File: config.mk
export PLATFORM = sky130hd
export DESIGN_NAME = bpfl_ctrl
export DESIGN_NICKNAME = d
export VERILOG_FILES = /design/src/hdl/bpfl_pkg.sv /design/src/hdl/bpfl_ctrl.sv
export SDC_FILE = /design/constraint.sdc
export NUM_CORES = 1
export LEC_CHECK = 0
export BUFFER_PORTS_ARGS = -buffer_cell sky130_fd_sc_hd__buf_4
export CORE_AREA = 8 8 45 47
export DETAILED_ROUTE_END_ITERATION = 16
export DIE_AREA = 0 0 53 55
export SLEW_MARGIN = 20
export SYNTH_ARGS = -nofsm -noshare
export SYNTH_HDL_FRONTEND = slang
export SYNTH_SLANG_ARGS = --single-unit
export TNS_END_PERCENT = 10
File: constraint.sdc
create_clock -name clk -period 1 [get_ports clk]
set_input_delay 0.05 -clock clk [delete_from_list [all_inputs] [get_ports clk]]
set_output_delay 0.05 -clock clk [all_outputs]
set_load 0.1 [all_outputs]
File: src/hdl/bpfl_pkg.sv
// Shared types, constants and codes for the block pool free list allocator.
`timescale 1ns / 1ps
package bpfl_pkg;

  localparam int DEF_MAX_BLOCKS   = 1024;
  localparam int DEF_HEADER_BYTES = 16;
  localparam int DEF_ADDR_WIDTH   = 32;

  localparam int NUMB_W      = 11;
  localparam int BYTES_W     = 17;
  localparam int POOL_W      = 8;
  localparam int BASE_W      = 32;
  localparam int IDXF_W      = 10;
  localparam int STATUS_W    = 2;
  localparam int ADDRF_W     = 32;
  localparam int COUNT_W     = 11;
  localparam int BOX_W       = 18;
  localparam int CMP_W       = 17;
  localparam int SUM_W       = 64;
  localparam int IN_TDATA_W  = 16;
  localparam int OUT_TDATA_W = 64;
  localparam int OUT_PAD_W   = OUT_TDATA_W - IDXF_W - ADDRF_W - POOL_W - COUNT_W;
  localparam int IN_PAD_W    = IN_TDATA_W - IDXF_W;
  localparam int CFG_IDX_W   = 3;
  localparam int CFG_DATA_W  = 32;

  localparam logic [CFG_IDX_W-1:0] CFG_NUM_BLOCKS   = 3'd0;
  localparam logic [CFG_IDX_W-1:0] CFG_BLOCK_BYTES  = 3'd1;
  localparam logic [CFG_IDX_W-1:0] CFG_POOL_ID      = 3'd2;
  localparam logic [CFG_IDX_W-1:0] CFG_BASE_ADDRESS = 3'd3;

  localparam logic [STATUS_W-1:0] STAT_OK       = 2'd0;
  localparam logic [STATUS_W-1:0] STAT_EMPTY    = 2'd1;
  localparam logic [STATUS_W-1:0] STAT_BAD_FREE = 2'd2;

  localparam logic REQ_ALLOC = 1'b0;
  localparam logic REQ_FREE  = 1'b1;

  typedef enum logic [1:0] {
    ST_CLEAR,
    ST_IDLE,
    ST_EVAL,
    ST_POP
  } bpfl_state_t;

  typedef struct packed {
    logic sweep;
    logic accept;
    logic eval_done;
    logic pop_done;
  } bpfl_cmd_t;

  typedef struct packed {
    logic restart;
    logic sweep_last;
    logic slot_free;
    logic alloc_go;
  } bpfl_stat_t;

endpackage

File: src/hdl/bpfl_ctrl.sv
// Controller state machine sequencing clearing, requests and result loads.
`timescale 1ns / 1ps
module bpfl_ctrl
  import bpfl_pkg::*;
(
  input  logic       clk,
  input  logic       rst_n,
  input  logic       in_tvalid,
  output logic       in_tready,
  input  bpfl_stat_t stat,
  output bpfl_cmd_t  cmd
);

  bpfl_state_t state_r, state_nxt;

  always_ff @(posedge clk) begin
    if (!rst_n) begin
      state_r <= ST_CLEAR;
    end else begin
      state_r <= state_nxt;
    end
  end

  always_comb begin
    state_nxt = state_r;
    if (stat.restart) begin
      state_nxt = ST_CLEAR;
    end else begin
      unique case (state_r)
        ST_CLEAR: begin
          if (stat.sweep_last) state_nxt = ST_IDLE;
        end
        ST_IDLE: begin
          if (in_tvalid) state_nxt = ST_EVAL;
        end
        ST_EVAL: begin
          if (stat.alloc_go) begin
            state_nxt = ST_POP;
          end else if (stat.slot_free) begin
            state_nxt = ST_IDLE;
          end
        end
        ST_POP: begin
          if (stat.slot_free) state_nxt = ST_IDLE;
        end
        default: state_nxt = ST_CLEAR;
      endcase
    end
  end

  always_comb begin
    in_tready     = (state_r == ST_IDLE);
    cmd.sweep     = (state_r == ST_CLEAR);
    cmd.accept    = (state_r == ST_IDLE) && in_tvalid;
    cmd.eval_done = (state_r == ST_EVAL) && !stat.alloc_go && stat.slot_free;
    cmd.pop_done  = (state_r == ST_POP) && stat.slot_free;
  end

endmodule

==> results.sh <==
export IMPL_status="complete, but fails checks"
export IMPL_violations="setup timing"
export IMPL_critPathMaxStageDelay_ns=0.33
export IMPL_r2r_start="state_r[0]"
export IMPL_initial_utilization=0.0850
export IMPL_ys_seq_elements=2
export IMPL_clockBufferDepth=2
export IMPL_num_rows=14
export IMPL_end_kind="output port"
export IMPL_layout_cells_most_common="buf_4"
export IMPL_cts_inserted_buffers=3
export IMPL_r2r_end="state_r[0]"
export IMPL_rsz0062_at_grt="yes"
export IMPL_cts_tree="done"
export IMPL_dp_hpwl_microns=408
export IMPL_slew_viol_final=0
export IMPL_swShare=0.315
export IMPL_hold_buffers=0
export IMPL_syn_area_per_cell_sq_um=6.53
export IMPL_clock_latency_ns=0.23
export IMPL_grt_max_degree=6
export IMPL_largest_reg_flops=2
export IMPL_crit_type="flop to output port"
export IMPL_die_height_microns=55
export IMPL_fin_ws_ns=-0.142
export IMPL_placed_cells=47
export IMPL_grt_antenna_before_repair=0
export IMPL_reg_top3="state_r (2)"
export IMPL_finClkSkew_ns=0.00922
export IMPL_core_area_sq_um=1380
export IMPL_cap_violations=0
export IMPL_drive_above_1_share=0.714
export IMPL_r2r_slack_ns=0.08
export IMPL_yosys_warnings=0
export IMPL_vias=183
export IMPL_internal_power_mw=0.280
export IMPL_switchingPower_mw=0.129
export IMPL_cts_root_buf="clkbuf_4"
export IMPL_place_congestion=0.639
export IMPL_post_cts_repair_setup_buffers=0
export IMPL_syn_inst=18
export IMPL_clockPowerShare=0.483
export IMPL_period_minus_slack_ns=1.14
export IMPL_post_route_period_util=1.14
export IMPL_diodes=0
export IMPL_min_path_type="input port to flop"
export IMPL_seq_power_share=0.213
export IMPL_grt_overflow_total=0
export IMPL_final_cell_mix="8 x buf_4, 4 x a21oi_1, 4 x buf_12, 3 x nor2_4, 3 x clkbuf_4"
export IMPL_seq_area_sq_um=45.0
export IMPL_power_leakage_nw=0.154
export IMPL_finalNonFillerCells=51
export IMPL_synth_seq_area_share=0.340
export IMPL_cp_top_family="flip-flops"
export IMPL_path_depth=4
export IMPL_max_freq_mhz=875
export IMPL_viasPerCell=3.59
export IMPL_peakVddDrop_mv=0.395
export IMPL_grt_pass1_wl_microns=745
export IMPL_crit_buf_inv=2
export IMPL_wire_per_inst_microns=9.98
export IMPL_drc=0
export IMPL_drt_iter0_markers=1
export IMPL_synthesis_area_sq_um=118
export IMPL_crit_arrival_ns=1.09
export IMPL_htree_levels=1
export IMPL_cp_data_required_time_ns=0.95
export IMPL_dr_pass1_iters=2
export IMPL_p_comb_frac=0.304
export IMPL_power_density_nw_per_um2=1110
export IMPL_clk_pin_slew_worst_paths_ns=0.03
export IMPL_critPathCapture="cmd[2]"
export IMPL_multi_input_area_sq_um=118
export IMPL_worstRegToRegCells=4
export IMPL_fin_nets=43
export IMPL_portBuffers=11
export IMPL_crit_chain="buf_6 > nor2_4 > and2_4 > buf_12"
export IMPL_startpoint="state_r[1]"
export IMPL_path_max_fanout=5
export IMPL_die_w_microns=53
export IMPL_cp_slowest_cell="dfxtp_2"
export IMPL_cts_sinks=2
export IMPL_fin_util=0.265
export IMPL_slew_headroom=0.815
export IMPL_crit_path_start_kind="flop"
export IMPL_synth_cell_type_count=9
export IMPL_dieArea_sq_um=2920
export IMPL_setup_viol=5
export IMPL_routed_wl_microns=509
export IMPL_synth_fp_nets=25
export IMPL_grt_pass1_vias=192
export IMPL_worstMarginPinSlew_ns=0.279
export IMPL_synthToLayoutAreaGrowth_pct=212
export IMPL_regMostFlops="state_r"
export IMPL_fill_cells=152
export IMPL_ant_nets=0
export IMPL_hold_viol=0
export IMPL_io_pin_count=12
export IMPL_grt_total_usage=0.0415
cells in the mapped netlist, drive strengths merged:
cell type  instances  area, sq um
nor2               4         15.0
o21a               1         7.51
nand2              1         3.75
dfxtp              2         40.0
and2               1         6.26
nand2b             1         6.26
a21oi              4         20.0
nor3               3         15.0
inv                1         3.75
cell type report:
cell class / count / area share
inverters: 1 / 0.0171
clock buffers: 4 / 0.0717
multi-input cells: 15 / 0.321
well taps: 16 / 0.0546
repair buffers: 13 / 0.413
flip-flops and latches: 2 / 0.123
routing by layer:
| metal | vias to the layer above | track usage | share of wire | routed length, microns |
|---|---|---|---|---|
| met5 | - | 0 | 0 | 0 |
| met4 | 0 | 0.0388 | 0 | 0 |
| met3 | 0 | 0.0401 | 0.088 | 45 |
| met2 | 4 | 0.0684 | 0.64 | 327 |
| met1 | 83 | 0.0258 | 0.27 | 136 |
| li1 | 96 | - | - | - |
what timing repair did:
action | CTS | global route
pin swaps | 2 | 3
resized for setup | 14 | 3
setup endpoints to repair | 5 | 5
tightest hold or removal path, stage by stage:
cell and delay [ns]:
buf_4 0.07, nand2b_1 0.12, nor3_1 0.06
worst min path at each step:
stage,startpoint,slack [ns],to,depth (start not counted)
final,stat[3],0.13,state_r[1],3
after floorplan,stat[0],0.21,cmd[1],1
after CTS,stat[3],0.12,state_r[1],3
after detailed placement,stat[3],0.37,state_r[1],3
after global routing,stat[3],0.14,state_r[1],3
after global placement,stat[3],0.37,state_r[1],3
logic make-up after synthesis:
family | count (synthesis) | share of synthesized area
compound gates | 5 | 0.234
buf+inv | 1 | 0.0319
flops | 2 | 0.340
simple gates | 10 | 0.394
power by group through the flow:
stage / Combinational [mW] / Sequential, mW / Clock, mW
after floorplan: 0.0673 / 0.0896 / 0
after global placement: 0.108 / 0.0876 / 0
after detailed placement: 0.108 / 0.0876 / 0
after global routing: 0.130 / 0.0875 / 0.220
final: 0.124 / 0.0872 / 0.197
after CTS: 0.121 / 0.0867 / 0.212
stage by stage:
stage	hold slack (ns)	total power [mW]	setup slack [ns]	area [sq um]	TNS [ns]
floorplan	0.207	0.157	-0.445	155	-1.27
global placement	0.367	0.195	0.0203	273	0
detailed placement	0.370	0.196	0.00305	273	0
CTS	0.124	0.420	-0.154	354	-0.578
global route	0.145	0.438	-0.182	367	-0.642
finish	0.128	0.409	-0.142	367	-0.429
Power figures use the tool's default switching activity.
